--- config.mk ---
export PLATFORM = sky130hd
export DESIGN_NAME = cgsad_cfg
export DESIGN_NICKNAME = d
export VERILOG_FILES = /design/src/cgsad_pkg.sv /design/src/cgsad_cfg.sv
export SDC_FILE = /design/constraint.sdc
export NUM_CORES = 1
export LEC_CHECK = 0
export ABC_AREA = 1
export BUFFER_PORTS_ARGS = -buffer_cell sky130_fd_sc_hd__buf_2
export CORE_MARGIN = 8
export CORE_UTILIZATION = 48
export DETAILED_ROUTE_END_ITERATION = 10
export PLACE_DENSITY = 0.85
export SYNTH_ARGS = -nofsm -noshare
export SYNTH_HDL_FRONTEND = slang
export SYNTH_SLANG_ARGS = --single-unit
--- constraint.sdc ---
create_clock -name clk -period 2.1 [get_ports clk]
set_clock_uncertainty 0.2 [all_clocks]
set_input_delay 0.42 -clock clk [delete_from_list [all_inputs] [get_ports clk]]
set_output_delay 0.42 -clock clk [all_outputs]
set_load 0.05 [all_outputs]
--- src/cgsad_pkg.sv ---
// cgsad_pkg: shared types, widths and constants for the coverage gate and
// sad template match block; no dependencies
`default_nettype none
package cgsad_pkg;

	localparam int PIX_W  = 8;
	localparam int SEL_W  = 2;
	localparam int IDX_W  = 14;
	localparam int CNT_W  = 15;
	localparam int SUM_W  = 22;
	localparam int PROD_W = 26;
	localparam int PCT_W  = 11;
	localparam int RCNT_W = 3;
	localparam int MASK_W = 4;

	localparam int CFG_AW = 5;
	localparam int CFG_DW = 32;

	localparam int QDEPTH = 4;
	localparam int QPTR_W = 2;
	localparam int QCNT_W = 3;

	localparam logic KIND_LOAD  = 1'b0;
	localparam logic KIND_FRAME = 1'b1;

	localparam logic [CNT_W-1:0] COUNT_MAX = {CNT_W{1'b1}};
	localparam logic [SUM_W-1:0] SUM_MAX   = {SUM_W{1'b1}};
	localparam logic [PCT_W-1:0] PCT_FULL  = 11'd1600;

	localparam logic [PIX_W-1:0]  BIN_THR_RST    = 8'd127;
	localparam logic [PCT_W-1:0]  COV_THR_RST    = 11'd80;
	localparam logic [CNT_W-1:0]  REGION_RST     = 15'd16384;
	localparam logic [RCNT_W-1:0] REF_COUNT_RST  = 3'd4;
	localparam logic [MASK_W-1:0] VALID_MASK_RST = 4'd3;

	typedef enum logic [2:0] {
		REG_BIN_THR    = 3'd0,
		REG_COV_THR    = 3'd1,
		REG_REGION     = 3'd2,
		REG_REF_COUNT  = 3'd3,
		REG_VALID_MASK = 3'd4
	} cfg_reg_t;

	typedef struct packed {
		logic [PIX_W-1:0]  bin_thr;
		logic [PCT_W-1:0]  cov_thr;
		logic [CNT_W-1:0]  region;
		logic [RCNT_W-1:0] ref_count;
		logic [MASK_W-1:0] valid_mask;
	} cgsad_cfg_t;

	// slot 0 always takes part; a count of zero acts as one
	function automatic logic slot_enabled(input int unsigned slot,
			input logic [RCNT_W-1:0] count);
		return (slot == 0) || (slot < 32'(count));
	endfunction

endpackage
`default_nettype wire

--- src/cgsad_cfg.sv ---
// cgsad_cfg: apb register file for thresholds, region size and reference setup
// depends on cgsad_pkg
`default_nettype none
module cgsad_cfg import cgsad_pkg::*; (
	input  wire logic              clk,
	input  wire logic              arst_n,
	input  wire logic              psel,
	input  wire logic              penable,
	input  wire logic              pwrite,
	input  wire logic [CFG_AW-1:0] paddr,
	input  wire logic [CFG_DW-1:0] pwdata,
	output logic      [CFG_DW-1:0] prdata,
	output logic                   pready,
	output cgsad_cfg_t             cfg
);

	cgsad_cfg_t cfg_q;
	cfg_reg_t   reg_sel;
	logic       wr_en;

	assign reg_sel = cfg_reg_t'(paddr[CFG_AW-1:2]);
	assign wr_en   = psel && penable && pwrite;
	assign pready  = 1'b1;
	assign cfg     = cfg_q;

	always_ff @(posedge clk or negedge arst_n) begin
		if (!arst_n) begin
			cfg_q.bin_thr    <= BIN_THR_RST;
			cfg_q.cov_thr    <= COV_THR_RST;
			cfg_q.region     <= REGION_RST;
			cfg_q.ref_count  <= REF_COUNT_RST;
			cfg_q.valid_mask <= VALID_MASK_RST;
		end else if (wr_en) begin
			unique case (reg_sel)
				REG_BIN_THR:    cfg_q.bin_thr    <= pwdata[PIX_W-1:0];
				REG_COV_THR:    cfg_q.cov_thr    <= pwdata[PCT_W-1:0];
				REG_REGION:     cfg_q.region     <= pwdata[CNT_W-1:0];
				REG_REF_COUNT:  cfg_q.ref_count  <= pwdata[RCNT_W-1:0];
				REG_VALID_MASK: cfg_q.valid_mask <= pwdata[MASK_W-1:0];
				default: ;
			endcase
		end
	end

	always_comb begin
		prdata = '0;
		unique case (reg_sel)
			REG_BIN_THR:    prdata = CFG_DW'(cfg_q.bin_thr);
			REG_COV_THR:    prdata = CFG_DW'(cfg_q.cov_thr);
			REG_REGION:     prdata = CFG_DW'(cfg_q.region);
			REG_REF_COUNT:  prdata = CFG_DW'(cfg_q.ref_count);
			REG_VALID_MASK: prdata = CFG_DW'(cfg_q.valid_mask);
			default:        prdata = '0;
		endcase
	end

endmodule
`default_nettype wire

==> flow_metrics.tcl <==
set metrics [dict create \
    syn_inst 258 \
    crit_path_end "prdata[3]" \
    cts_setup_buffers 0 \
    grt_first_pass_wirelength_um 9018 \
    crit_required_ns 1.48 \
    vias 1966 \
    avgViaCountPerCell 4.977 \
    worst_slack_ns 0.06875 \
    dpl_worst_slack_ns 0.03615 \
    met2WireLength_um 2913 \
    status "completed" \
    rows 24 \
    crit_path_max_fanout 9 \
    path_clk_slew_ns 0.08 \
    p_leak_nw 1.485 \
    layout-drive-gt1-share_pct 35.57 \
    htree_levels 2 \
    ys_ff_latch 41 \
    syn-cell-area_um2 2121 \
    max_stage_delay_ns 0.27 \
    setup_viol 0 \
    clk_path_buf_depth 2 \
    rsz0062_at_grt "false" \
    ios 116 \
    grt_max_degree 27 \
    n_antenna_cell 0 \
    fmax_mhz 492.3 \
    highest_layer "met4" \
    irDropWorstVdd_mv 0.5615 \
    cts_tree "yes" \
    antenna_found_initial 0 \
    synth_edf_count 0 \
    avgRoutedWirePerCell_um 14.43 \
    synth.distinct_cells 20 \
    slowest_stage "buf_2" \
    setup_tns_ns 0 \
    finalHoldViolCount 0 \
    drt-initial-drc-count 120 \
    avgSynthCellArea_um2 8.220 \
    yosys_warnings 0 \
    dieHeight_um 82.47 \
    cts-buffers-inserted 5 \
    synth_flop_cell "dfrtp_1" \
    maxCapViolations 0 \
    power.density_nw_per_um2 1052 \
    drv_slew 0 \
    postRouteAntennaNets 0 \
    drc_errors 0 \
    start_util_pct 49.39 \
    clk_latency_ns 0.29 \
    finalWeightedCongestion 0.9230 \
    arrival_ns 1.41 \
    startpoint_type "primary input" \
    die_area_um2 6801 \
    cp-end-kind "output pin" \
    cts_sinks 41 \
    fin_crit_ns 2.031 \
    post-route-period-util_pct 96.73 \
    worstReg2RegEnd "cfg[36]" \
    dp_hpwl_um 4364 \
    dr_wl_met3_um 529 \
    largest_reg_flops 41 \
    num-fill-cells 376 \
    r2r_cells 2 \
    synth-seq-area-share_pct 49.14 \
    crit_start "paddr[4]" \
    hp-class "primary input to flop" \
    r2r-start "cfg[36]" \
    worstPathCellList "buf_2 > inv_2 > nand3_2 > inv_2 > buf_12 > nand2_1 > nand4_1 > buf_2" \
    drtPass1Iterations 4 \
    areaGrowthSynthToFinish_pct 25.01 \
    drt_wl_total_um 5699 \
    cts-root-buf "clkbuf_8" \
    fin_nets 384 \
    synth-async-reset-ratio_pct 100.0 \
    die_w_um 82.47 \
    grt_pass1_vias 1876 \
    grt_util_all_layers_pct 17.41 \
    place.port_buffers 78 \
    rrSetupSlack_ns 1.11 \
    coreArea_um2 4294 \
    path_class "primary input to output pin" \
    grt_overflow 0 \
    wl_met1_um 2166 \
]
-- stage by stage --
stage | power [mW] | hold slack, ns | util [%] | instance area [um^2] | cells
2_1_floorplan | 1.986 | -0.07559 | - | 2191 | 274
3_3_place_gp | 2.231 | 0.1780 | 58.68 | 2520 | 386
3_5_place_dp | 2.256 | 0.1861 | 58.68 | 2520 | 386
4_1_cts | 2.805 | 0.1292 | 61.16 | 2626 | 395
5_1_grt | 2.935 | 0.1337 | 61.74 | 2651 | 395
6_report | 2.790 | 0.1402 | 61.74 | 2651 | 395
-- logic make-up after synthesis --
kind of cell	share of synthesized area [%]
simple gates	26.43
compound gates	8.968
other cells	0.3541
buf+inv	15.10
flops	49.14
-- worst max-delay path: cells and delay by family --
family,cells,cell delay (ns)
and+or+nand+nor,3,0.23
buffers and inverters,5,0.75
-- cells in the mapped netlist (3+ instances only) --
| cell type | instances | area [um^2] |
|---|---|---|
| o21ai_0 | 16 | 80.08 |
| inv_2 | 3 | 11.26 |
| o21ai_1 | 22 | 110.1 |
| inv_1 | 24 | 90.09 |
| nand3_1 | 17 | 85.08 |
| dfstp_2 | 13 | 341.6 |
| nand3_2 | 3 | 30.03 |
| buf_6 | 5 | 56.30 |
| buf_4 | 21 | 157.7 |
| nor2_1 | 10 | 37.54 |
| dfrtp_1 | 28 | 700.7 |
| nand2_1 | 81 | 304.0 |
| nand4_1 | 6 | 37.54 |
-- report_power, final --
part / leakage (nW) / switching, mW / internal (mW) / total, mW
registers: 0.499 / 0.120 / 0.971 / 1.09
clock network: 0.0512 / 0.277 / 0.266 / 0.543
logic: 0.935 / 0.917 / 0.240 / 1.16
-- layout make-up --
| cell class | instances | area (um^2) | share of cell area [%] |
|---|---|---|---|
| repair buffers | 88 | 515.5 | 19.44 |
| multi-input cells | 179 | 828.3 | 31.24 |
| flip-flops and latches | 41 | 1042 | 39.31 |
| well taps | 52 | 65.06 | 2.454 |
| inverters | 27 | 103.9 | 3.917 |
| clock buffers | 6 | 82.58 | 3.115 |
| clock inverters | 2 | 13.76 | 0.5191 |
-- how the worst min path moves through the flow --
stage	startpoint	to	slack, ns	depth (start not counted)
global route	pwdata[2]	cfg[6]	0.13	3
finish	pwdata[2]	cfg[6]	0.14	3
CTS	pwdata[2]	cfg[6]	0.13	3
detailed placement	arst_n	cfg[27]	0.19	1
floorplan	arst_n	cfg[10]	-0.08	0
global placement	arst_n	cfg[11]	0.18	1
-- cells in the final DEF, fill, tap and decap left out, types with 2 or more instances in the layout --
| cell type | Yosys | final |
|---|---|---|
| nand2_1 | 81 | 81 |
| clkbuf_4 | 0 | 9 |
| conb_1 | 2 | 18 |
| buf_4 | 21 | 7 |
| nand4_1 | 6 | 6 |
| o21ai_0 | 16 | 16 |
| nand3_1 | 17 | 15 |
| inv_2 | 3 | 2 |
| buf_2 | 1 | 69 |
| nand2_2 | 2 | 2 |
| dfrtp_1 | 28 | 28 |
| nand3_2 | 3 | 5 |
| o21ai_1 | 22 | 22 |
| inv_1 | 24 | 24 |
| nor2_1 | 10 | 10 |
| clkbuf_8 | 0 | 6 |
| dfstp_2 | 13 | 13 |
| buf_12 | 0 | 2 |
-- metal layers --
metal | vias to the layer above | global-route usage, %
met5 | - | 0
met4 | 0 | 6.842
met3 | 9 | 4.113
met2 | 80 | 30.15
met1 | 928 | 20.26
li1 | 949 | -
-- repair_timing --
item                                    4_1_cts  5_1_grt
endpoints found under the setup margin        0       10
hold endpoints to repair                     13        0
resized for setup                             0       10
hold buffers                                  1        0
Power figures use the tool's default switching activity.
