===== src/cgsad_pkg.sv =====
// cgsad_pkg: shared types, widths and constants for the coverage gate and
// sad template match block; no dependencies
`default_nettype none
package cgsad_pkg;

	localparam int PIX_W  = 8;
	localparam int SEL_W  = 2;
	localparam int IDX_W  = 14;
	localparam int CNT_W  = 15;
	localparam int SUM_W  = 22;
	localparam int PROD_W = 26;
	localparam int PCT_W  = 11;
	localparam int RCNT_W = 3;
	localparam int MASK_W = 4;

	localparam int CFG_AW = 5;
	localparam int CFG_DW = 32;

	localparam int QDEPTH = 4;
	localparam int QPTR_W = 2;
	localparam int QCNT_W = 3;

	localparam logic KIND_LOAD  = 1'b0;
	localparam logic KIND_FRAME = 1'b1;

	localparam logic [CNT_W-1:0] COUNT_MAX = {CNT_W{1'b1}};
	localparam logic [SUM_W-1:0] SUM_MAX   = {SUM_W{1'b1}};
	localparam logic [PCT_W-1:0] PCT_FULL  = 11'd1600;

	localparam logic [PIX_W-1:0]  BIN_THR_RST    = 8'd127;
	localparam logic [PCT_W-1:0]  COV_THR_RST    = 11'd80;
	localparam logic [CNT_W-1:0]  REGION_RST     = 15'd16384;
	localparam logic [RCNT_W-1:0] REF_COUNT_RST  = 3'd4;
	localparam logic [MASK_W-1:0] VALID_MASK_RST = 4'd3;

	typedef enum logic [2:0] {
		REG_BIN_THR    = 3'd0,
		REG_COV_THR    = 3'd1,
		REG_REGION     = 3'd2,
		REG_REF_COUNT  = 3'd3,
		REG_VALID_MASK = 3'd4
	} cfg_reg_t;

	typedef struct packed {
		logic [PIX_W-1:0]  bin_thr;
		logic [PCT_W-1:0]  cov_thr;
		logic [CNT_W-1:0]  region;
		logic [RCNT_W-1:0] ref_count;
		logic [MASK_W-1:0] valid_mask;
	} cgsad_cfg_t;

	// slot 0 always takes part; a count of zero acts as one
	function automatic logic slot_enabled(input int unsigned slot,
			input logic [RCNT_W-1:0] count);
		return (slot == 0) || (slot < 32'(count));
	endfunction

endpackage
`default_nettype wire


===== src/cgsad_res_if.sv =====
// cgsad_res_if: result channel, valid/ready with per-frame match result
// depends on cgsad_pkg
`default_nettype none
interface cgsad_res_if import cgsad_pkg::*; ();
	logic             valid;
	logic             ready;
	logic             detected;
	logic [CNT_W-1:0] white_count;
	logic [SEL_W-1:0] best_reference;
	logic [SUM_W-1:0] best_score;
	logic             valid_position;

	modport source (output valid, detected, white_count, best_reference, best_score,
		valid_position, input ready);
	modport sink (input valid, detected, white_count, best_reference, best_score,
		valid_position, output ready);
endinterface
`default_nettype wire


===== src/cgsad_back.sv =====
// cgsad_back: registered minimum tree over reference sums, coverage compare
// and result output register
// depends on cgsad_pkg, cgsad_res_if
`default_nettype none
module cgsad_back import cgsad_pkg::*; #(
	parameter int REFERENCE_SLOTS = 4
) (
	input  wire logic   clk,
	input  wire logic   arst_n,
	input  wire cgsad_cfg_t cfg,
	input  wire logic   q_empty,
	input  wire logic [REFERENCE_SLOTS*SUM_W+CNT_W-1:0] q_head,
	output logic        q_pop,
	cgsad_res_if.source res
);

	localparam int LV = (REFERENCE_SLOTS > 1) ? $clog2(REFERENCE_SLOTS) : 0;
	localparam int P  = 1 << LV;
	localparam int IW = (LV > 0) ? LV : 1;
	localparam int XW = (IW > 3) ? IW : 3;

	logic adv;

	// heap order: node 1 is the root, leaves are P..2P-1
	logic [SUM_W-1:0] node_sum_q [1:2*P-1];
	logic [IW-1:0]    node_idx_q [1:2*P-1];
	logic             node_en_q  [1:2*P-1];

	logic              vld_q [LV+1];
	logic [CNT_W-1:0]  wc_q  [LV+1];
	logic [PROD_W-1:0] pw_q  [LV+1];
	logic [PROD_W-1:0] pt_q  [LV+1];

	logic             out_vld_q;
	logic             out_det_q;
	logic [CNT_W-1:0] out_wc_q;
	logic [SEL_W-1:0] out_ref_q;
	logic [SUM_W-1:0] out_score_q;
	logic             out_pos_q;

	logic [XW-1:0] root_idx;
	logic          root_det;

	assign adv   = !out_vld_q || res.ready;
	assign q_pop = adv && !q_empty;

	for (genvar k = 0; k < P; k++) begin : g_leaf
		always_ff @(posedge clk) begin
			if (adv) begin
				node_idx_q[P+k] <= IW'(k);
				if (k < REFERENCE_SLOTS) begin
					node_sum_q[P+k] <= q_head[k*SUM_W +: SUM_W];
					node_en_q[P+k]  <= slot_enabled(k, cfg.ref_count);
				end else begin
					node_sum_q[P+k] <= '0;
					node_en_q[P+k]  <= 1'b0;
				end
			end
		end
	end

	// lower index sits on the left and wins on equal sums
	for (genvar i = 1; i < P; i++) begin : g_node
		logic pick_l;
		assign pick_l = node_en_q[2*i] &&
			(!node_en_q[2*i+1] || (node_sum_q[2*i] <= node_sum_q[2*i+1]));
		always_ff @(posedge clk) begin
			if (adv) begin
				node_sum_q[i] <= pick_l ? node_sum_q[2*i] : node_sum_q[2*i+1];
				node_idx_q[i] <= pick_l ? node_idx_q[2*i] : node_idx_q[2*i+1];
				node_en_q[i]  <= node_en_q[2*i] || node_en_q[2*i+1];
			end
		end
	end

	always_ff @(posedge clk or negedge arst_n) begin
		if (!arst_n) begin
			for (int l = 0; l <= LV; l++) begin
				vld_q[l] <= 1'b0;
			end
		end else if (adv) begin
			vld_q[0] <= !q_empty;
			for (int l = 1; l <= LV; l++) begin
				vld_q[l] <= vld_q[l-1];
			end
		end
	end

	always_ff @(posedge clk) begin
		if (adv) begin
			wc_q[0] <= q_head[REFERENCE_SLOTS*SUM_W +: CNT_W];
			pw_q[0] <= PROD_W'(q_head[REFERENCE_SLOTS*SUM_W +: CNT_W]) * PROD_W'(PCT_FULL);
			pt_q[0] <= PROD_W'(cfg.cov_thr) * PROD_W'(cfg.region);
			for (int l = 1; l <= LV; l++) begin
				wc_q[l] <= wc_q[l-1];
				pw_q[l] <= pw_q[l-1];
				pt_q[l] <= pt_q[l-1];
			end
		end
	end

	assign root_idx = XW'(node_idx_q[1]);
	assign root_det = pw_q[LV] > pt_q[LV];

	always_ff @(posedge clk or negedge arst_n) begin
		if (!arst_n) begin
			out_vld_q <= 1'b0;
		end else if (adv) begin
			out_vld_q <= vld_q[LV];
		end
	end

	always_ff @(posedge clk) begin
		if (adv) begin
			out_det_q   <= root_det;
			out_wc_q    <= wc_q[LV];
			out_ref_q   <= root_idx[SEL_W-1:0];
			out_score_q <= node_sum_q[1];
			out_pos_q   <= root_det && (root_idx < XW'(MASK_W)) &&
				cfg.valid_mask[root_idx[SEL_W-1:0]];
		end
	end

	assign res.valid          = out_vld_q;
	assign res.detected       = out_det_q;
	assign res.white_count    = out_wc_q;
	assign res.best_reference = out_ref_q;
	assign res.best_score     = out_score_q;
	assign res.valid_position = out_pos_q;

endmodule
`default_nettype wire


===== src/flat_wrapper.sv =====
// flat-port wrapper written by rule: the top's interface ports become plain ports
module cgsad_back_flat import cgsad_pkg::*;
#(
	parameter int REFERENCE_SLOTS = 4
)
  (clk, arst_n, cfg, q_empty, q_head, q_pop, res_valid, res_detected, res_white_count, res_best_reference, res_best_score, res_valid_position, res_ready);
  cgsad_res_if res_i ();
  input  wire logic clk;
  input  wire logic arst_n;
  input  wire cgsad_cfg_t cfg;
  input  wire logic q_empty;
  input  wire logic [REFERENCE_SLOTS*SUM_W+CNT_W-1:0] q_head;
  output logic q_pop;
  output wire logic [$bits(res_i.valid)-1:0] res_valid;
  output wire logic [$bits(res_i.detected)-1:0] res_detected;
  output wire logic [$bits(res_i.white_count)-1:0] res_white_count;
  output wire logic [$bits(res_i.best_reference)-1:0] res_best_reference;
  output wire logic [$bits(res_i.best_score)-1:0] res_best_score;
  output wire logic [$bits(res_i.valid_position)-1:0] res_valid_position;
  input wire logic [$bits(res_i.ready)-1:0] res_ready;
  assign res_valid = res_i.valid;
  assign res_detected = res_i.detected;
  assign res_white_count = res_i.white_count;
  assign res_best_reference = res_i.best_reference;
  assign res_best_score = res_i.best_score;
  assign res_valid_position = res_i.valid_position;
  assign res_i.ready = res_ready;
  cgsad_back #(.REFERENCE_SLOTS(REFERENCE_SLOTS)) u_core (.clk(clk), .arst_n(arst_n), .cfg(cfg), .q_empty(q_empty), .q_head(q_head), .q_pop(q_pop), .res(res_i));
endmodule

===== config.mk =====
export PLATFORM = sky130hd
export DESIGN_NAME = cgsad_back_flat
export DESIGN_NICKNAME = d
export VERILOG_FILES = /design/src/cgsad_pkg.sv /design/src/cgsad_res_if.sv /design/src/cgsad_back.sv /design/src/flat_wrapper.sv
export SDC_FILE = /design/constraint.sdc
export NUM_CORES = 1
export LEC_CHECK = 0
export ABC_AREA = 1
export ABC_CLOCK_PERIOD_IN_PS = 15050
export BUFFER_PORTS_ARGS = -buffer_cell sky130_fd_sc_hd__buf_2
export CAP_MARGIN = 20
export CORE_MARGIN = 1
export CORE_UTILIZATION = 60
export CTS_CLUSTER_DIAMETER = 100
export DETAILED_ROUTE_END_ITERATION = 6
export GPL_ROUTABILITY_DRIVEN = 0
export PLACE_DENSITY = 0.9
export SKIP_LAST_GASP = 1
export SYNTH_ARGS = -nofsm -noshare
export SYNTH_HDL_FRONTEND = slang
export SYNTH_SLANG_ARGS = --single-unit

===== constraint.sdc =====
create_clock -name clk -period 15.05 [get_ports clk]
set_input_delay 0.7525 -clock clk [delete_from_list [all_inputs] [get_ports clk]]
set_output_delay 0.7525 -clock clk [all_outputs]
set_load 0.02 [all_outputs]

==> results.yml, run 1 <==
run_status:
  outcome: "completed"
finish:
  layout-drive-gt1-share_pct: 13.07
  fin_cells: 2718
  finalNetCount: 2686
  syn_to_final_growth_pct: 11.80
critical_path:
  r2r-start: "u_core.res.valid"
  critical_path_buf_inv_count: 4
  cp.required_ps: 15330
  reg2regPathDepth: 5
  end_kind: "flop"
  r2r-end: "u_core.node_sum_q[2][12]"
  reg2reg_slack_ps: 11710
  arrival_ps: 5450
  startpoint: "cfg[32]"
  cp_num_cells: 19
  worst_path_most_repeated_cell: "fa_1"
  slowest_stage: "fa_1"
  critical_path_class: "in -> reg"
  crit_family: "adder cells"
  max_stage_delay_ps: 550
  critPathMaxFanout: 15
  worstPathCellList: "buf_2, nand2_1, fa_1, fa_1, inv_1, fa_1, fa_1, inv_1, fa_1, inv_1, ha_1, a21oi_1, nor2_1, nor2_1, o21ai_0, nand2_1, nand3_1, nand2_1, nand2_1"
  start_kind: "primary input"
clock_tree:
  insertion_delay_ps: 550
  numCtsBuffers: 39
  clockBufferDepth: 3
  clk_pin_slew_ps: 60
  cts_tree: "yes"
  numClockSinks: 381
  h-tree-depth: 2
  cts-root-buf: "clkbuf_16"
  cts_setup_buffers: 0
global_routing:
  grt_max_degree: 134
  overflow: 0
  grt_pass1_wl_um: 73260
  track_usage_pct: 24.37
  antenna_found_initial: 5
  grt_pass1_vias: 15570
power_and_ir_drop:
  seqPwrFrac_pct: 38.6
  power.switching_mw: 2.004
  peakVddDrop_v: 0.0001281
  swShare_pct: 39.20
  p_int_mw: 3.108
  powerDensity_mw_per_mm2: 205.4
  p_leak_nw: 12.28
  p_clk_share_pct: 18.9
  p_comb_share_pct: 42.5
floorplan:
  std_cell_rows: 70
  die_y_um: 194.6
  die_w_um: 194.6
  core_sq_mm: 0.03652
  dieArea_sq_mm: 0.03787
  initial_utilization_pct: 60.95
  boundaryPins: 191
drt:
  route.met2.wl_um: 23740
  drtIter0Drc: 1124
  drt-met1-wl_um: 16270
  drcViolationCount: 0
  wl_met3_um: 2973
  ant_nets: 0
  first_pass_iters: 5
  routed-via-count: 14920
  top_layer_used: "met4"
  wl_per_cell_um: 16.69
  vias_per_cell: 5.489
  routed_wirelength_um: 45370
synth:
  ys_seq_elements: 381
  synthesis.nets: 2502
  ys_async_sr_fraction_pct: 1.050
  synthFlopType: "edfxtp_1"
  yosysWarnings: 0
  ys_types: 44
  avgSynthCellArea_sq_um: 10.98
  syn_inst: 2028
  synth_area_sq_mm: 0.02226
  synth-edff-count: 377
  ys_seq_area_share_pct: 51.31
sta:
  slew_headroom_pct: 30.67
  finalSetupViolCount: 0
  fin_hold_ws_ps: 377.6
  clock.fmax_mhz: 193.5
  worst_clock_skew_ps: 26.57
  hold_violations: 0
  tns_ps: 0
  tightest_slew_ps: 1040
  slew_viol_final: 0
  min_period_ps: 5169
  finalCritPeriodShare_pct: 34.35
  grt_setup_unrepaired: "false"
flow_run:
  drv_cap: 0
place:
  dp.cells: 2637
  io_buffers: 182
  dpl.hpwl_um: 33360
worst_hold_path:
  worstHoldPathType: "in -> reg"
  hold_start: "q_head[85]"
  holdPathEnd: "u_core.node_sum_q[7][19]"
  hold_depth: 1
[worst max path at each step]
| stage | end | slack, ps |
|---|---|---|
| floorplan | u_core.node_en_q[1][1] | 6180 |
| global route | u_core.pt_q[0][25] | 9620 |
| CTS | u_core.pt_q[0][25] | 9960 |
| global placement | u_core.pt_q[0][25] | 9480 |
| detailed placement | u_core.pt_q[0][25] | 9410 |
| finish | u_core.pt_q[0][25] | 9880 |
[power groups by stage]
stage	sequential, mW	clock [mW]	combinational (mW)
after floorplan	2.07	0	1.52
after global placement	1.96	0	2.00
after detailed placement	1.99	0	2.12
after CTS	1.98	0.982	2.15
after global routing	2.01	1.02	2.44
final	1.97	0.968	2.17
[registers in the layout, indices dropped and copies added (netlist names), 2 cells and up]
name	flops
u_core.node_sum_q	154
u_core.pt_q	78
u_core.pw_q	51
u_core.wc_q	45
u_core.res.best_score	22
u_core.res.white_count	15
u_core.node_en_q	4
u_core.node_idx_q	4
u_core.vld_q	3
u_core.res.best_reference	2
[what timing repair did]
item	4_1_cts	5_1_grt
hold buffers	1	0
gates resized for setup	0	0
endpoints found under the hold margin	4	0
[cell type report]
class	instances	area [sq um]
Sequential cell	381	11420
Tap cell	468	585.6
Antenna cell	8	20.02
Multi-Input combinational cell	1181	9004
Fill cell	2413	11640
Clock inverter	27	299.0
Inverter	422	1592
Timing Repair Buffer	187	970.9
Clock buffer	44	994.7
[cells in the final DEF, fill, tap and decap left out, drive strengths merged, types with 17 or more instances in the layout]
cell      n
clkbuf   44
nand3   109
a21oi    70
fa      126
ha      200
nor2     67
nand2   493
o21ai    25
buf     186
edfxtp  377
clkinv   17
inv     424
xor2     18
[cell usage after synthesis, types with 2 or more instances]
cell type | n | share of area, %
a21boi_0 | 2 | 0.067
a21o_1 | 7 | 0.24
a21oi_1 | 70 | 1.6
a31oi_1 | 3 | 0.084
buf_12 | 2 | 0.18
buf_2 | 6 | 0.13
buf_4 | 4 | 0.13
buf_6 | 4 | 0.20
clkbuf_1 | 28 | 0.47
dfrtp_1 | 4 | 0.45
edfxtp_1 | 377 | 51
fa_1 | 126 | 11
ha_1 | 200 | 11
inv_1 | 421 | 7.1
nand2_1 | 459 | 7.7
nand2_2 | 30 | 0.84
nand2_4 | 3 | 0.15
nand3_1 | 106 | 2.4
nand3_2 | 2 | 0.090
nand4_1 | 13 | 0.37
nor2_1 | 61 | 1.0
nor2_2 | 5 | 0.14
nor3_1 | 7 | 0.16
o211ai_1 | 2 | 0.067
o21a_1 | 6 | 0.20
o21ai_0 | 24 | 0.54
o21bai_1 | 12 | 0.40
or2_2 | 2 | 0.056
xnor2_1 | 10 | 0.39
xor2_1 | 18 | 0.71
[layer usage]
metal	vias up	GRT usage [%]
met3	192	3.731
li1	6928	-
met5	-	0
met1	7111	27.66
met4	0	14.43
met2	688	43.56
[worst register-to-register path: cells and delay by family (launching register included)]
kind	cells	cell delay [ps]
and+or+nand+nor	1	120
DFF	1	380
buffers and inverters	4	2420
[cells by family after synthesis]
family | Yosys count | share of synthesized area (%)
flops | 381 | 51.31
fa+ha+maj | 326 | 22.57
compound gates | 130 | 3.356
mux | 2 | 0.09556
xor+xnor | 28 | 1.102
simple gates | 695 | 13.32
buf+inv | 466 | 8.241
[stage by stage]
stage               instance area (sq um)  power [mW]  util, %  worst slack, ps
CTS                                 24840       5.109    68.01             9958
detailed placement                  23540       4.106    64.44             9407
global placement                    23540       3.960    64.44             9482
global route                        24880       5.465    68.11             9623
floorplan                           22260       3.591        -             6179
finish                              24890       5.113    68.14             9881
Note: power is estimated with default switching activity, not from simulation.
==> run 2: changes to the inputs <==
--- a/config.mk
+++ b/config.mk
@@ -5,16 +5,16 @@
 export SDC_FILE = /design/constraint.sdc
 export NUM_CORES = 1
 export LEC_CHECK = 0
-export ABC_AREA = 1
-export ABC_CLOCK_PERIOD_IN_PS = 15050
+export ABC_AREA = 0
+export ABC_CLOCK_PERIOD_IN_PS = 4700
 export BUFFER_PORTS_ARGS = -buffer_cell sky130_fd_sc_hd__buf_2
 export CAP_MARGIN = 20
 export CORE_MARGIN = 1
-export CORE_UTILIZATION = 60
+export CORE_UTILIZATION = 55
 export CTS_CLUSTER_DIAMETER = 100
 export DETAILED_ROUTE_END_ITERATION = 6
 export GPL_ROUTABILITY_DRIVEN = 0
-export PLACE_DENSITY = 0.9
+export PLACE_DENSITY = 0.87
 export SKIP_LAST_GASP = 1
 export SYNTH_ARGS = -nofsm -noshare
 export SYNTH_HDL_FRONTEND = slang
==> constraint.sdc (replaced) <==
create_clock -name clk -period 4.7 [get_ports clk]
set_input_delay 0.235 -clock clk [delete_from_list [all_inputs] [get_ports clk]]
set_output_delay 0.235 -clock clk [all_outputs]
set_load 0.02 [all_outputs]
==> run 2 against run 1 <==
Effect of this change:
- routed wire length is 6.0% higher
- critical path type unchanged
- synthesized cell count is 18% lower
- non-clock buffer count increased by 196
- first-iteration DRC count grew 7.7%
- largest cell class unchanged
- largest power group unchanged
- via count decreased by 4.2%
- critical endpoint is now u_core.pt_q[0][22]
==> results.yml, run 2 <==
run_status:
  outcome: "completed"
synth:
  synthFlopType: "edfxtp_1"
  synth_top_area_share_pct: 52.28
  ys_async_sr_fraction_pct: 1.050
  synth.area.top_cells: "edfxtp_1 (52%), fa_1 (12%), ha_1 (12%)"
  synthesis.nets: 2128
  avgSynthCellArea_sq_um: 13.09
  yosys-top-cells-count: "edfxtp_1 (377), inv_1 (291), ha_1 (200)"
  synth_area_leader_cell: "edfxtp_1"
  yosysWarnings: 0
  synth_area_sq_mm: 0.02165
  synth-edff-count: 377
  ys_seq_area_share_pct: 52.74
  ys_types: 63
  syn_inst: 1654
  ys_seq_elements: 381
  synth_most_common_cell: "edfxtp_1"
clock_tree:
  h-tree-depth: 2
  clk_pin_slew_ps: 60
  insertion_delay_ps: 530
  clockBufferDepth: 3
  numClockSinks: 381
  cts_tree: "yes"
  cts-root-buf: "clkbuf_16"
  numCtsBuffers: 39
power_and_ir_drop:
  p_comb_share_pct: 47.2
  p_int_mw: 11.17
  swShare_pct: 36.61
  peakVddDrop_v: 0.0005902
  powerDensity_mw_per_mm2: 671.5
  seqPwrFrac_pct: 35.6
  p_clk_share_pct: 17.1
  p_leak_nw: 11.88
  power.switching_mw: 6.450
critical_path:
  critical_path_buf_inv_count: 4
  worst_path_most_repeated_cell: "fa_1"
  worstPathCellList: "clkbuf_4, and2_1, fa_1, fa_1, fa_1, fa_1, inv_1, fa_1, inv_1, ha_2, nand4_1, a2111oi_4, buf_4, nor3_2, o221a_2"
  critPathMaxFanout: 9
  max_stage_delay_ps: 590
  arrival_ps: 4890
  start_kind: "primary input"
  end_kind: "flop"
  slowest_stage: "fa_1"
  crit_family: "adder cells"
  cp.required_ps: 4960
  critical_path_class: "in -> reg"
place:
  dpl_worst_slack_ps: -378.7
  dp.cells: 2398
  io_buffers: 182
  dpl.hpwl_um: 32400
sta:
  tns_ps: 0
  finalSetupViolCount: 0
  hold_violations: 0
  clock.fmax_mhz: 216.0
  fin_hold_ws_ps: 21.53
  slew_viol_final: 0
  slew_headroom_pct: 26.13
  worst_clock_skew_ps: 20.22
  finalCritPeriodShare_pct: 98.50
  min_period_ps: 4630
  tightest_slew_ps: 1107
  grt_setup_unrepaired: "true"
  setup_ws_ps: 70.50
flow_run:
  drv_cap: 0
global_routing:
  track_usage_pct: 24.13
  grt_max_degree: 128
  antenna_found_initial: 2
  grt_pass1_vias: 15310
  grt_pass1_wl_um: 77100
  overflow: 0
finish:
  syn_to_final_growth_pct: 21.18
  fin_util_pct: 67.74
  reg.largest.list: "u_core.node_sum_q (154), u_core.pt_q (78), u_core.pw_q (51)"
  regArea_sq_mm: 0.01142
  final_cell_mix: "edfxtp_1 (377), inv_1 (289), ha_1 (195)"
  finalNetCount: 2504
  final_common_cell: "edfxtp_1"
  fillers: 2534
  layout-drive-gt1-share_pct: 20.32
  largest_register: "u_core.node_sum_q"
  multi_input_area_sq_mm: 0.009101
  largest_register_ffs: 154
  fin_cells: 2577
drt:
  drtIter0Drc: 1210
  wl_per_cell_um: 18.66
  vias_per_cell: 5.547
  first_pass_iters: 7
  routed-via-count: 14300
  drcViolationCount: 0
  ant_nets: 0
  routed_wirelength_um: 48080
floorplan:
  dieArea_sq_mm: 0.04017
  std_cell_rows: 72
  core_sq_mm: 0.03874
  boundaryPins: 191
  die_y_um: 200.4
  die_w_um: 200.4
  initial_utilization_pct: 55.90
worst_hold_path:
  worstHoldPathType: "in -> reg"
run 2: cell count changes after synthesis, moves of 13 or more:
| cell | previous run | this run |
|---|---|---|
| mux2_2 | 1 | 41 |
| nand2_1 | 459 | 138 |
| xnor2_1 | 10 | 23 |
| nand2_2 | 30 | 1 |
| inv_1 | 421 | 291 |
| o211a_1 | 0 | 22 |
| a21o_1 | 7 | 21 |
| a31o_1 | 0 | 20 |
| and2_1 | 0 | 76 |
| nand3_1 | 106 | 14 |
| nor2_1 | 61 | 24 |
run 2: logic make-up after synthesis:
logic type / after synthesis / share of synthesized area [%]
AO/OA/AOI/OAI: 222 / 7.263
buffers and inverters: 339 / 6.038
adder cells (fa/ha/maj): 326 / 23.20
multiplexers: 46 / 2.444
XOR/XNOR: 35 / 1.416
flip-flops: 381 / 52.74
AND/OR/NAND/NOR: 305 / 6.893
run 2: path summary, 6_finish.rpt:
path,startpoint,to,slack [ps],cells after the start
max in group asynchronous,arst_n,u_core.res.valid,4510,2
worst min-delay path,q_empty,u_core.vld_q[2],20,3
worst min register to register,u_core.pw_q[0][49],u_core.pw_q[0][75],410,0
worst max-delay path,cfg[10],u_core.pt_q[0][22],70,15
min in group asynchronous,arst_n,u_core.res.valid,60,2
worst max register to register,u_core.node_sum_q[6][17],u_core.node_sum_q[3][17],1390,7
run 2: stage by stage:
stage	instance area [sq um]	total power, mW
3_3_place_gp	23840	13.49
3_5_place_dp	23860	14.04
5_1_grt	26240	18.69
6_report	26240	17.62
2_1_floorplan	21890	11.51
4_1_cts	26160	17.27
run 2: power by group through the flow:
stage	combinational [mW]	clock, mW	sequential [mW]
3_5_place_dp	7.75	0	6.28
5_1_grt	9.11	3.20	6.38
2_1_floorplan	5.03	0	6.48
3_3_place_gp	7.29	0	6.19
4_1_cts	7.98	3.05	6.24
6_report	8.32	3.02	6.28
run 2: what timing repair did:
| action | in CTS | in global routing |
|---|---|---|
| setup buffers | 0 | 2 |
| hold endpoints to repair | 110 | 0 |
| endpoints found under the setup margin | 0 | 6 |
| hold buffers | 107 | 0 |
| resized for setup | 0 | 18 |
run 2: layout make-up:
| type | instances | area share, % |
|---|---|---|
| clock buffers | 45 | 3.805 |
| flip-flops and latches | 381 | 43.53 |
| well taps | 518 | 2.470 |
| diodes | 2 | 0.01907 |
| multi-input cells | 934 | 34.68 |
| clock inverters | 23 | 0.8917 |
| inverters | 291 | 4.177 |
| repair buffers | 383 | 10.42 |
run 2: metal layers:
metal / vias to the layer above / track usage [%] / wire length [um] / part of all wire [%]
met5: - / 0 / 13 / 0.027
met2: 616 / 46.06 / 26060 / 54
li1: 6472 / - / - / -
met3: 126 / 3.328 / 2865 / 6.0
met4: 2 / 8.124 / 1647 / 3.4
met1: 7079 / 27.50 / 17500 / 36
run 2: worst reg2reg max path, cell delays in order, from the launching register on:
cell	delay (ps)
edfxtp_1	420
ha_1	380
nand4_1	200
or4_4	580
o41ai_2	500
nand2_2	410
o211a_1	340
a31o_1	210
