$ cat src/cgsad_pkg.sv
// cgsad_pkg: shared types, widths and constants for the coverage gate and
// sad template match block; no dependencies
`default_nettype none
package cgsad_pkg;

	localparam int PIX_W  = 8;
	localparam int SEL_W  = 2;
	localparam int IDX_W  = 14;
	localparam int CNT_W  = 15;
	localparam int SUM_W  = 22;
	localparam int PROD_W = 26;
	localparam int PCT_W  = 11;
	localparam int RCNT_W = 3;
	localparam int MASK_W = 4;

	localparam int CFG_AW = 5;
	localparam int CFG_DW = 32;

	localparam int QDEPTH = 4;
	localparam int QPTR_W = 2;
	localparam int QCNT_W = 3;

	localparam logic KIND_LOAD  = 1'b0;
	localparam logic KIND_FRAME = 1'b1;

	localparam logic [CNT_W-1:0] COUNT_MAX = {CNT_W{1'b1}};
	localparam logic [SUM_W-1:0] SUM_MAX   = {SUM_W{1'b1}};
	localparam logic [PCT_W-1:0] PCT_FULL  = 11'd1600;

	localparam logic [PIX_W-1:0]  BIN_THR_RST    = 8'd127;
	localparam logic [PCT_W-1:0]  COV_THR_RST    = 11'd80;
	localparam logic [CNT_W-1:0]  REGION_RST     = 15'd16384;
	localparam logic [RCNT_W-1:0] REF_COUNT_RST  = 3'd4;
	localparam logic [MASK_W-1:0] VALID_MASK_RST = 4'd3;

	typedef enum logic [2:0] {
		REG_BIN_THR    = 3'd0,
		REG_COV_THR    = 3'd1,
		REG_REGION     = 3'd2,
		REG_REF_COUNT  = 3'd3,
		REG_VALID_MASK = 3'd4
	} cfg_reg_t;

	typedef struct packed {
		logic [PIX_W-1:0]  bin_thr;
		logic [PCT_W-1:0]  cov_thr;
		logic [CNT_W-1:0]  region;
		logic [RCNT_W-1:0] ref_count;
		logic [MASK_W-1:0] valid_mask;
	} cgsad_cfg_t;

	// slot 0 always takes part; a count of zero acts as one
	function automatic logic slot_enabled(input int unsigned slot,
			input logic [RCNT_W-1:0] count);
		return (slot == 0) || (slot < 32'(count));
	endfunction

endpackage
`default_nettype wire

$ cat src/cgsad_queue.sv
// cgsad_queue: short fifo of frame summaries between front and back
// depends on cgsad_pkg
`default_nettype none
module cgsad_queue import cgsad_pkg::*; #(
	parameter int WIDTH = 103
) (
	input  wire logic             clk,
	input  wire logic             arst_n,
	input  wire logic             push,
	input  wire logic [WIDTH-1:0] push_data,
	input  wire logic             pop,
	output logic                  empty,
	output logic      [WIDTH-1:0] head
);

	logic [WIDTH-1:0]  entry_q [QDEPTH];
	logic [QPTR_W-1:0] wptr_q;
	logic [QPTR_W-1:0] rptr_q;
	logic [QCNT_W-1:0] cnt_q;

	assign empty = cnt_q == '0;
	assign head  = entry_q[rptr_q];

	always_ff @(posedge clk or negedge arst_n) begin
		if (!arst_n) begin
			wptr_q <= '0;
			rptr_q <= '0;
			cnt_q  <= '0;
		end else begin
			if (push) begin
				wptr_q <= wptr_q + QPTR_W'(1);
			end
			if (pop) begin
				rptr_q <= rptr_q + QPTR_W'(1);
			end
			if (push && !pop) begin
				cnt_q <= cnt_q + QCNT_W'(1);
			end else if (!push && pop) begin
				cnt_q <= cnt_q - QCNT_W'(1);
			end
		end
	end

	always_ff @(posedge clk) begin
		if (push) begin
			entry_q[wptr_q] <= push_data;
		end
	end

endmodule
`default_nettype wire

$ cat config.mk
export PLATFORM = sky130hd
export DESIGN_NAME = cgsad_queue
export DESIGN_NICKNAME = d
export VERILOG_FILES = /design/src/cgsad_pkg.sv /design/src/cgsad_queue.sv
export SDC_FILE = /design/constraint.sdc
export NUM_CORES = 1
export LEC_CHECK = 0
export BUFFER_PORTS_ARGS = -buffer_cell sky130_fd_sc_hd__buf_4
export CORE_MARGIN = 3
export CORE_UTILIZATION = 45
export DETAILED_ROUTE_END_ITERATION = 10
export PLACE_DENSITY = 0.72
export SLEW_MARGIN = 20
export SYNTH_ARGS = -nofsm -noshare
export SYNTH_HDL_FRONTEND = slang
export SYNTH_SLANG_ARGS = --single-unit
export TNS_END_PERCENT = 100
$ cat constraint.sdc
create_clock -name clk -period 3.6 [get_ports clk]
set_input_delay 0.18 -clock clk [delete_from_list [all_inputs] [get_ports clk]]
set_output_delay 0.18 -clock clk [all_outputs]
set_load 0.005 [all_outputs]
==> results of run 1 <==
[flip-flops by register name, summed over array words and instances (netlist names)]
signal and count:
entry_q 412, wptr_q 2, cnt_q 3, rptr_q 2
[per-layer routing]
| layer | GRT usage, % | vias to the layer above | part of all wire (%) |
|---|---|---|---|
| li1 | - | 3164 | - |
| met1 | 21.3 | 3772 | 41 |
| met2 | 27.6 | 229 | 51 |
| met3 | 3.46 | 44 | 5.9 |
| met4 | 4.09 | 0 | 1.9 |
| met5 | 0 | - | 0 |
[what timing repair did]
action | CTS | global route
endpoints found under the hold margin | 423 | 0
setup endpoints to repair | 0 | 0
resized for setup | 0 | 0
hold buffers | 107 | 0
[worst paths after layout]
path / to / slack [ps] / depth (start not counted)
worst min-delay path: entry_q[2][18] / 410 / 2
min in group asynchronous: cnt_q[1] / 660 / 3
max in group asynchronous: rptr_q[1] / 2620 / 3
worst max-delay path: head[56] / 970 / 3
worst max register to register: entry_q[2][73] / 1610 / 4
worst min register to register: cnt_q[2] / 480 / 1
[Yosys cell counts, drive strengths merged]
| library cell | n |
|---|---|
| edfxtp | 412 |
| mux4 | 103 |
| buf | 20 |
| dfrtp | 7 |
| ha | 5 |
| and2 | 4 |
| clkbuf | 4 |
| inv | 4 |
| xor2 | 4 |
| nand2 | 2 |
| xnor2 | 2 |
| fa | 1 |
| mux2 | 1 |
| nor2 | 1 |
| nor3 | 1 |
| o21ai | 1 |
[cell type report]
| cell class | instances | share of cell area [%] |
|---|---|---|
| Sequential cell | 419 | 63.5 |
| Clock inverter | 26 | 1.11 |
| Multi-Input combinational cell | 125 | 12.8 |
| Tap cell | 442 | 2.80 |
| Timing Repair Buffer | 328 | 14.2 |
| Inverter | 4 | 0.0759 |
| Clock buffer | 50 | 5.57 |
[worst max-delay path, stage by stage (launching register included)]
cell	delay, ps
dfrtp_4	410
buf_12	660
mux4_2	640
buf_4	160
[power by group]
part	internal, mW	switching [mW]	total (mW)
clock network	2.47	1.68	4.15
registers	6.38	0.287	6.67
logic	2.38	1.99	4.37
total	11.2	3.96	15.2
[logic make-up (layout without fill, tap and decap cells)]
group | Yosys count | count (layout)
xor gates and xnor gates | 6 | 6
DFF | 419 | 419
buffers and inverters | 28 | 408
muxes | 104 | 104
and+or+nand+nor | 8 | 8
AOI/OAI and AO/OA | 1 | 1
adders and majority gates | 6 | 6
[through the flow]
stage / std cells / cell area [um^2] / setup slack (ps)
after floorplan: 572 / 15300 / 128
after global placement: 1211 / 17400 / 1450
after detailed placement: 1211 / 17400 / 1450
after CTS: 1394 / 19800 / 895
after global routing: 1394 / 19800 / 804
final: 1394 / 19800 / 969
==> results list, run 1 <==
- Post-CTS setup buffers: 0
* Mux contribution to synthesized area: between 15 and 20%
* I/O Buffers: 210
- ANT nets after route: 0
- Synth warn: 0
- The die is between 150 and 200 um tall.
* Post-synthesis compound-gate area fraction: less than 1%
- Num Clock Sinks: between 400 and 500
* Per-cell via count in the routed design: 5.17
- Horizontal extent of the die: ~190 um
- Cells fill about three fifths of the core in the end.
* Maximum clock insertion buffer count: 3
* Maximum VDD drop: approximately 0.00056 V
- Category of the most critical setup path: reg -> out
* Count of state elements after synthesis: 419
* Relative slew margins: 41.2%
* GP Congestion: 0.686
- DR DRC count: 0
- In the final layout, the multi-input gates occupy 2520 um^2.
* Clock latency on the worst-skew pair: ~510 ps
* Endpoint type of the worst setup path: output pin
* Grt total ovfl: 0
* Die footprint: 36100 um^2
- Final Critical Period: 2630 ps
- Summing the areas of all xor and xnor instances in the mapped netlist gives less than 1% of the synthesized area.
* CTS tree: built
* Final count of negative-setup-slack endpoints: 0
* First-pass GRT wire length: 44900 um
- Sequential fraction of the synthesis area: about 80%
* Combined area of all synthesized cells: about 15000 um^2
* Start point of the worst min-delay path: push_data[18]
- Final total negative setup slack: 0 ps
* Clk pin slew, worst setup/hold paths: around 60 ps
- First-pass iteration count of the detailed router: 5
- Biggest area consumer among synthesized cells: edfxtp_1
- Final net count: approximately 1000
- The worst setup path is launched from a register.
- Most common cell after layout, fill and taps aside: edfxtp_1
- Across all layers, the routed design uses between 7000 and 8000 vias.
- Adder-Cell Fraction of Synth Area: less than 1%
* Power Total: about 15 mW
- Row count: 66
- From synthesis to final layout, the design area changed by 29.6%.
- Data arrival time of the critical path: about 2500 ps
- RSZ-0062 raised after global routing: false
- Main combinational cell family by area after synthesis: multiplexers
- Sequential cell area: between 10000 and 15000 um^2
- After detailed routing, the total wire length is 29000 um.
- Outcome: completed
- Net count after synthesis: about 690
- The tightest min-delay check is of the in -> reg type.
- Diode count: 0
- For this block, the initial DRC count from the detailed router was approximately 370.
* Area of the core: 32900 um^2
- Clock tree root driver cell: clkbuf_16
* Fraction of the cycle the final worst path needs: about three quarters
- Launching point of the worst reg2reg path: wptr_q[0]
* Final Skew: roughly 10 ps
* Post-Syn Instances: between 500 and 600
* Number of primary I/O pins: approximately 210
* Synth top area share: between 80% and 90%
- The final hold violation count is 0.
* Synth Area in Simple Gates: less than 1%
- Initial Utilization: between 40 and 50%
* Power per unit of standard cell area: roughly 770 nW/um^2
- The final-report max-slew violation count came to 0.
- Proportion of layout cells with a drive suffix above 1: 40.7%
* Average size of a mapped cell: between 20 and 30 um^2
- Filler cell count in the final layout: between 2000 and 2500
- Number of buffers created by CTS: 43
- The number of antenna violations at the first check in global routing is 0.
- Critical Path Fanout Max: 105
* All-layer global routing usage: 16.1%
- Leakage power figure: 6.82 nW
* Sum of net half-perimeters after detailed placement: approximately 16000 um
* Vias in the first global route: about 7900
- Upper clock frequency limit: about 380 MHz
* Number of max-capacitance violations reported: 0
* Detailed-route wire length per cell: around 21 um
- Worst setup path start: rptr_q[0]
* Final hold slack: ~410 ps
- Cell variety after synth: 19
* Top post-synthesis cells by area: edfxtp_1, mux4_2, dfrtp_1, buf_8, ha_1
- For the worst setup path, the data required time is between 3000 and 4000 ps.
* H-tree Lvls: 2
* Slew at the pin closest to its max-slew limit: just under 900 ps
- Largest net degree at the start of global routing: roughly 110
- Most used cells in the layout excluding fill and tap cells: edfxtp_1, buf_4, dlygate4sd3_1
Note: power is estimated with default switching activity, not from simulation.
==> inputs of run 2 (changes only) <==
--- a/config.mk
+++ b/config.mk
@@ -5,11 +5,12 @@
 export SDC_FILE = /design/constraint.sdc
 export NUM_CORES = 1
 export LEC_CHECK = 0
+export ABC_AREA = 1
 export BUFFER_PORTS_ARGS = -buffer_cell sky130_fd_sc_hd__buf_4
 export CORE_MARGIN = 3
 export CORE_UTILIZATION = 45
 export DETAILED_ROUTE_END_ITERATION = 10
-export PLACE_DENSITY = 0.72
+export PLACE_DENSITY = 0.69
 export SLEW_MARGIN = 20
 export SYNTH_ARGS = -nofsm -noshare
 export SYNTH_HDL_FRONTEND = slang
==> constraint.sdc (replaced) <==
create_clock -name clk -period 2.6 [get_ports clk]
set_input_delay 0.13 -clock clk [delete_from_list [all_inputs] [get_ports clk]]
set_output_delay 0.13 -clock clk [all_outputs]
set_load 0.005 [all_outputs]
==> run 2 against run 1 <==
  * Sequential cell count unchanged
  * Clock power rose by 39%
  * Worst setup slack worse by 630 ps
  * Hold slack lost 83 ps
  * Total power increased by 51%
  * Combinational power grew 83%
  * Synthesized cell count increased by 120%
  * Critical path depth is 2 higher
  * Utilization down 2.3 points
  * Clock skew is 3.4 ps lower
  * Final area up 7.1%
==> results list, run 2 <==
- Top post-synthesis cells by area: edfxtp_1, o211ai_1, nand2_1, inv_1, buf_6
- The largest registers in the layout are entry_q x412, cnt_q x3.
- Detailed placement finished with a half-perimeter wire length of a little over 20000 um.
- At the pin with the least slew margin, the transition time is 700 ps.
* ANT nets after route: 0
* Most prevalent standard cell on the critical path: nand2_1
- For this run, the register share of the synthesized area comes to 74.6%.
- On the worst path, the slowest cell contributes a delay of around 470 ps.
* I/O Buffers: 210
- Most used flip-flop cell after synthesis: edfxtp_1
- Die height: 199 um
- Most common cell after layout, fill and taps aside: edfxtp_1
- First-pass iteration count of the detailed router: 5
- The worst setup path is launched from a register.
- The congestion estimate from routability-driven global placement came to ~0.73.
- The run finished with clean final reports.
- Largest net degree at the start of global routing: 148
* CTS tree: built
- Using the TritonRoute via totals, the vias-per-cell ratio works out to 4.93.
- Clock tree root driver cell: clkbuf_16
- Count of flip-flops with a built-in enable after synthesis: 412
- Final count of negative-setup-slack endpoints: 0
- Counting the fill cells in the layout gives ~2900.
- Number of max-capacitance violations reported: 0
* Final critical-path setup slack: between 300 and 400 ps
- Most used cells in the layout excluding fill and tap cells: edfxtp_1, nand2_1, buf_4
- After synthesis, the largest area contributor takes up between 70% and 80% of total cell area.
* Standard cell with the maximum stage delay on the critical path: dfrtp_4
* DP Worst Slack: about 540 ps
- Final net count: about 1700
- DR DRC count: 0
* List of most frequent post-synthesis cells: edfxtp_1, nand2_1, inv_1, o211ai_1, buf_6
- STA puts the critical path data arrival time at 2130 ps.
- Sequential cell area: between 10000 and 15000 um^2
* Multi-input gate area: roughly 2900 um^2
- Number of primary I/O pins: around 210
- Counting both buffers and inverters, the worst setup path holds a total of 2.
- In this run the static leakage power is about 8.4 nW.
* Share of synthesized registers carrying an async set or reset: under 10%
- Across the VDD grid, the largest voltage drop is 0.000684 V.
- The via count of the first global-routing pass was just over 10000.
- Counting every instance in the synthesized netlist gives approximately 1200.
- Combined area of all synthesized cells: 16800 um^2
- Flip-flop count of the largest register, all copies and words added: between 400 and 500
- For the final database, setup skew stands at 6.64 ps.
- Horizontal extent of the die: about 200 um
* Die footprint: 39700 um^2
* Number of failing hold endpoints at the final stage: 0
* Proportion of layout cells with a drive suffix above 1: around 18%
- H-tree Lvls: 2
- Static timing analysis puts the maximum clock frequency at around 440 MHz.
- The initialized floorplan defines 70 standard-cell rows.
- Average size of a mapped cell: around 13 um^2
- Post-CTS setup buffers: 0
- Buffers inserted during clock tree synthesis total 43.
- Count of state elements after synthesis: around 420
* RSZ-0062 raised after global routing: false
* Non-filler instance count after layout: around 2100
- Summed over all layers, the global routing overflow is 0.
- First-pass GRT wire length: approximately 55000 um
* Starting DRC count in detailed routing: between 600 and 700
* Synth warn: 0
* Cell variety after synth: 18
- Clock-pin slew was measured on the worst setup and hold paths at approximately 60 ps.
- Summed over all instances, the cell type with the most area after synthesis is edfxtp_1.
- Post-synthesis to final-layout area growth: 25.8%
- After detailed routing, the average wire length per cell comes to around 17 um.
- The worst path in the final design needs a cycle of 2260 ps, including I/O delays and setup.
- Power per unit of standard cell area: between 1000 and 1500 nW/um^2
- The tree built by TritonCTS fans out to ~420 sinks.
- Initial Utilization: between 40% and 50%
- The critical path is of the reg -> out type.
- Maximum clock insertion buffer count: 3
* Final max-slew violation count: 0
* Top register by number of flip-flops: entry_q
- Net count after synthesis: about 1400
* All-layer global routing usage: roughly 18%
- In the post-synthesis netlist, the cell with the most instances is edfxtp_1.
* Endpoint type of the worst setup path: output pin
* Sequence of cells on the critical path: buf_12 > nand2_1 > o211ai_1 > nand2_1 > buf_4
- Clock latency on the worst-skew pair: around 540 ps
* Required time at the endpoint of the critical path: between 2000 and 2500 ps
* Family with the most delay on the worst path: buffers and inverters
* Critical Path Fanout Max: between 100 and 150
- Relative slew margins: 53.3%
- Number of antenna violations at the first check in global routing: 2
- Total detailed-routing wirelength: 35500 um
- Worst Hold Class: in -> reg
- The floorplan step defined a core boundary enclosing 36700 um^2.
- Placed Instances: between 1500 and 2000
* Total via count after detailed routing: about 10000
- Fraction of the cycle the final worst path needs: approximately 87%
[run 2: cell types whose count changed after synthesis, sizes merged]
cell / previous run / this run
nand2: 2 / 322
inv: 4 / 218
o211ai: 0 / 206
mux4: 103 / 0
buf: 20 / 66
and2: 4 / 0
mux2: 1 / 0
nand3: 0 / 1
nand4: 0 / 1
nor2: 1 / 0
xnor2: 2 / 1
xor2: 4 / 3
[run 2: cell families (layout without fill, tap and decap cells)]
group / after synthesis / after routing / share of synthesized area (%)
buffers and inverters: 288 / 635 / 8.22
AND/OR/NAND/NOR: 325 / 325 / 7.28
flip-flops: 419 / 419 / 74.6
AO/OA/AOI/OAI: 207 / 207 / 9.22
adder cells (fa/ha/maj): 6 / 6 / 0.491
other: 0 / 2 / 0
XOR/XNOR: 4 / 4 / 0.208
[run 2: worst paths after layout]
path                            cells after the start          start              to  slack (ps)
worst max-delay path                                5      rptr_q[0]        head[62]         340
worst min-delay path                                2  push_data[25]  entry_q[1][25]         320
worst max register to register                      5      wptr_q[1]  entry_q[1][36]         610
worst min register to register                      2       cnt_q[2]        cnt_q[2]         510
max in group asynchronous                           3         arst_n       rptr_q[0]        1630
min in group asynchronous                           3         arst_n       wptr_q[0]         620
[run 2: area by class of cell]
cell class,instances,area share (%)
inverter,218,3.95
clock inverter,13,0.526
sequential,419,59.3
tap,468,2.77
multi-input combinational,542,13.7
antenna,2,0.0236
timing repair buffer,342,14.2
clock buffer,62,5.62
[run 2: worst register-to-register path, delay by kind of cell (launching register included)]
kind	cells	cell delay [ps]
adder cells (fa/ha/maj)	1	180
buffers and inverters	3	1080
flip-flops	1	370
AND/OR/NAND/NOR	1	100
[run 2: timing repair]
item                      CTS  global route
hold endpoints to repair  423             0
hold buffers              107             0
resized for setup           0             0
[run 2: power by group]
group          internal, mW  total, mW  switching, mW
sequential             8.84       9.14          0.307
clock                  3.36       5.75           2.38
combinational          3.33       7.98           4.65
[run 2: per-stage QoR]
| step | instance area [um^2] | setup TNS, ps | hold WS [ps] | utilization, % | power (mW) |
|---|---|---|---|---|---|
| 5_1_grt | 21200 | 0 | 321 | 57.7 | 24.3 |
| 6_report | 21200 | 0 | 324 | 57.7 | 22.9 |
| 2_1_floorplan | 16800 | -5450 | -166 | - | 13.9 |
| 3_3_place_gp | 18800 | 0 | -40.5 | 51.2 | 17.1 |
| 4_1_cts | 21200 | 0 | 292 | 57.7 | 23.2 |
| 3_5_place_dp | 18800 | 0 | -38.3 | 51.2 | 17.3 |
[run 2: metal layers]
layer | GRT usage [%] | vias up | wire length (um)
met5 | 0 | - | 0
met2 | 30.2 | 265 | 17800
met1 | 23.6 | 4888 | 14900
li1 | - | 4977 | -
met4 | 5.76 | 0 | 767
met3 | 2.90 | 57 | 1980
==> inputs of run 3 (changes only) <==
--- a/config.mk
+++ b/config.mk
@@ -6,7 +6,7 @@
 export NUM_CORES = 1
 export LEC_CHECK = 0
 export ABC_AREA = 1
-export BUFFER_PORTS_ARGS = -buffer_cell sky130_fd_sc_hd__buf_4
+export BUFFER_PORTS_ARGS = -buffer_cell sky130_fd_sc_hd__buf_2
 export CORE_MARGIN = 3
 export CORE_UTILIZATION = 45
 export DETAILED_ROUTE_END_ITERATION = 10
==> run 3 against run 2 <==
  * Cell count up 0.19%
  * Clock power up 3.5%
  * Utilization down 1.1 points
  * Maximum frequency down 4.1%
  * Hold slack better by 27 ps
  * Critical path type unchanged
==> results list, run 3 (synthesis results as in run 2) <==
- Outcome: completed
- Based on the critical path, the design can be clocked at up to around 420 MHz.
- The wire-length estimate of the detail-placed layout is slightly below 20000 um.
* Clk pin slew, worst setup/hold paths: ~60 ps
- Hold-fix buffer count after cts: 107
- Clock network fraction of design power: about a quarter
- For flop-to-flop paths, the worst setup slack is 690 ps.
- Non-filler instance count after layout: about 2100
- On the worst path, the slowest cell contributes a delay of roughly 850 ps.
- Logic gate share of total power: about a third
- Row count: 70
- In this run the tool buffered the top-level ports with 210 buffer cells.
* Grt total ovfl: 0
- The design draws between 20 and 25 mW.
- Number of failing hold endpoints at the final stage: 0
- After detailed routing, the total wire length is around 34000 um.
* Num Clock Sinks: 419
- Critical R2R Capture: entry_q[2][81]
- Number of antenna violations at the first check in global routing: 3
- Cells with a size suffix above 1 make up between 10% and 20% of the layout.
- Most prevalent standard cell on the critical path: nand2_1
- Final max-slew violation count: 0
- After detailed routing, the number of vias per cell comes to 4.91.
- Post-synthesis to final-layout area growth: 23.4%
- First-pass iteration count of the detailed router: 5
* Initial Utilization: a little under half
- Area of the core: around 37000 um^2
- Leaving out fill and tap cells, the most frequent cells in the layout are edfxtp_1, nand2_1, inv_1.
* Start point of the worst min-delay path: push_data[8]
* Required time at the endpoint of the critical path: 2470 ps
* ANT nets after route: 0
- For this design the total switching power over the nets is slightly above 7 mW.
- The worst setup path is captured at an output pin.
- Setup repair after global routing left no endpoint under its margin.
- Final Critical Period: 2360 ps
- Tracing the worst setup path back leads to its startpoint at rptr_q[0].
- H-tree Lvls: 2
- OpenSTA, run right after detailed placement, puts the worst setup slack at roughly 640 ps.
- Number of max-capacitance violations reported: 0
- Setup violations remaining at the end of the flow were counted as 0.
- Sw Ratio: 32.5%
* Fraction of the cycle the final worst path needs: 90.7%
* Startpoint kind of the worst setup timing path: register
- Cell count of the worst reg-to-reg path: 5
* WHS Path Cells: 2
- Largest net degree at the start of global routing: 79
* Maximum VDD drop: 0.000554 V
- Final hold slack: 350 ps
- The number of gates resized after CTS was 0.
* Internal power summed over all cells: roughly 15 mW
- Final Skew: 6.99 ps
* Critical Path Fanout Max: 68
- Power per unit of standard cell area: ~1100 nW/um^2
- First-pass GRT wire length: approximately 53000 um
- Worst min-delay path endpoint: entry_q[3][8]
- Sequential cells account for about 42% of the total power.
- Category of the most critical setup path: reg -> out
- Die footprint: 39700 um^2
- In this run the horizontal extent of the chip is 199 um.
* Vias in the first global route: roughly 10000
* Final net count: 1678
* Starting DRC count in detailed routing: 620
- The largest registers in the layout are entry_q x412, cnt_q x3.
- For the worst-skew pair, the clock arrives at the later sink with an insertion delay of 530 ps.
- In this run, placement finished with an instance count of between 1500 and 2000.
- Fill cells in the final layout number 2859.
* Number of buffers created by CTS: 43
- At the worst endpoint, the arrival time is between 2000 and 2500 ps.
- Top register by number of flip-flops: entry_q
- The critical path goes through buf_12 > nand2_1 > o211ai_1 > nand2_1 > buf_2.
* CTS tree: built
- Maximum clock insertion buffer count: 3
* Clock tree root driver cell: clkbuf_16
- Launching point of the worst reg2reg path: wptr_q[0]
* Final critical-path setup slack: ~240 ps
- Measured along the y axis, the die boundary spans approximately 200 um.
- The register with the most flip-flops in the layout has 412 of them.
- For this run, design rule violations remaining after detail routing come to 0.
* Most common cell after layout, fill and taps aside: edfxtp_1
- Routability-driven placement finished with a final weighted congestion of 0.728.
- Worst Hold Class: in -> reg
- On the critical path, the stage with the largest delay is an instance of dfrtp_4.
* Slew at the pin closest to its max-slew limit: 737 ps
* Leakage power figure: 8.30 nW
- Relative slew margins: between 50% and 60%
* Number of primary I/O pins: 211
- Detailed-route wire length per cell: approximately 16 um
* Total via count after detailed routing: about 10000
- All-layer global routing usage: between 15 and 20%
- In this run the post-CTS setup repair buffer count came out at 0.
run 3: cell type report:
| type | instances | area (um^2) | area share, % |
|---|---|---|---|
| sequential | 419 | 12600 | 60.5 |
| tap | 468 | 586 | 2.82 |
| clock inverter | 21 | 171 | 0.826 |
| timing repair buffer | 341 | 2500 | 12.1 |
| antenna | 3 | 7.51 | 0.0362 |
| clock buffer | 58 | 1200 | 5.81 |
| inverter | 218 | 836 | 4.03 |
| multi-input combinational | 542 | 2890 | 13.9 |
run 3: power by group through the flow:
stage / Combinational [mW] / Sequential (mW) / Clock [mW]
after floorplan: 4.70 / 9.25 / 0
after global placement: 7.01 / 9.36 / 0
after detailed placement: 7.14 / 9.41 / 0
after CTS: 7.32 / 9.28 / 6.08
after global routing: 7.98 / 9.37 / 6.38
final: 7.14 / 9.27 / 5.95
run 3: worst max-delay path: cells and delay by family (launching register included):
kind,cells,cell delay [ps]
and+or+nand+nor,2,210
DFF,1,850
AOI/OAI and AO/OA,1,80
buffers and inverters,2,500
run 3: how the worst max path moves through the flow:
stage                endpoint  slack (ps)  cells past startpoint
6_report             head[47]         240                      5
5_1_grt              head[47]          60                      5
4_1_cts              head[47]         200                      5
3_5_place_dp   entry_q[2][78]         640                      5
3_3_place_gp   entry_q[2][78]         630                      5
2_1_floorplan   entry_q[0][0]         -30                      4
run 3: metal layers:
metal / track usage (%) / vias to the layer above / part of all wire (%)
met5: 0 / - / 0
met4: 5.17 / 0 / 1.9
met3: 3.57 / 47 / 5.6
met2: 29.5 / 218 / 50
met1: 21.6 / 4919 / 42
li1: - / 4988 / -
run 3: stage by stage:
step | util, % | TNS [ps] | cell area, um^2
final | 56.6 | 0 | 20800
after CTS | 56.5 | 0 | 20700
after global routing | 56.6 | 0 | 20800
after floorplan | - | -5450 | 16800
after detailed placement | 49.9 | 0 | 18300
after global placement | 49.9 | 0 | 18300
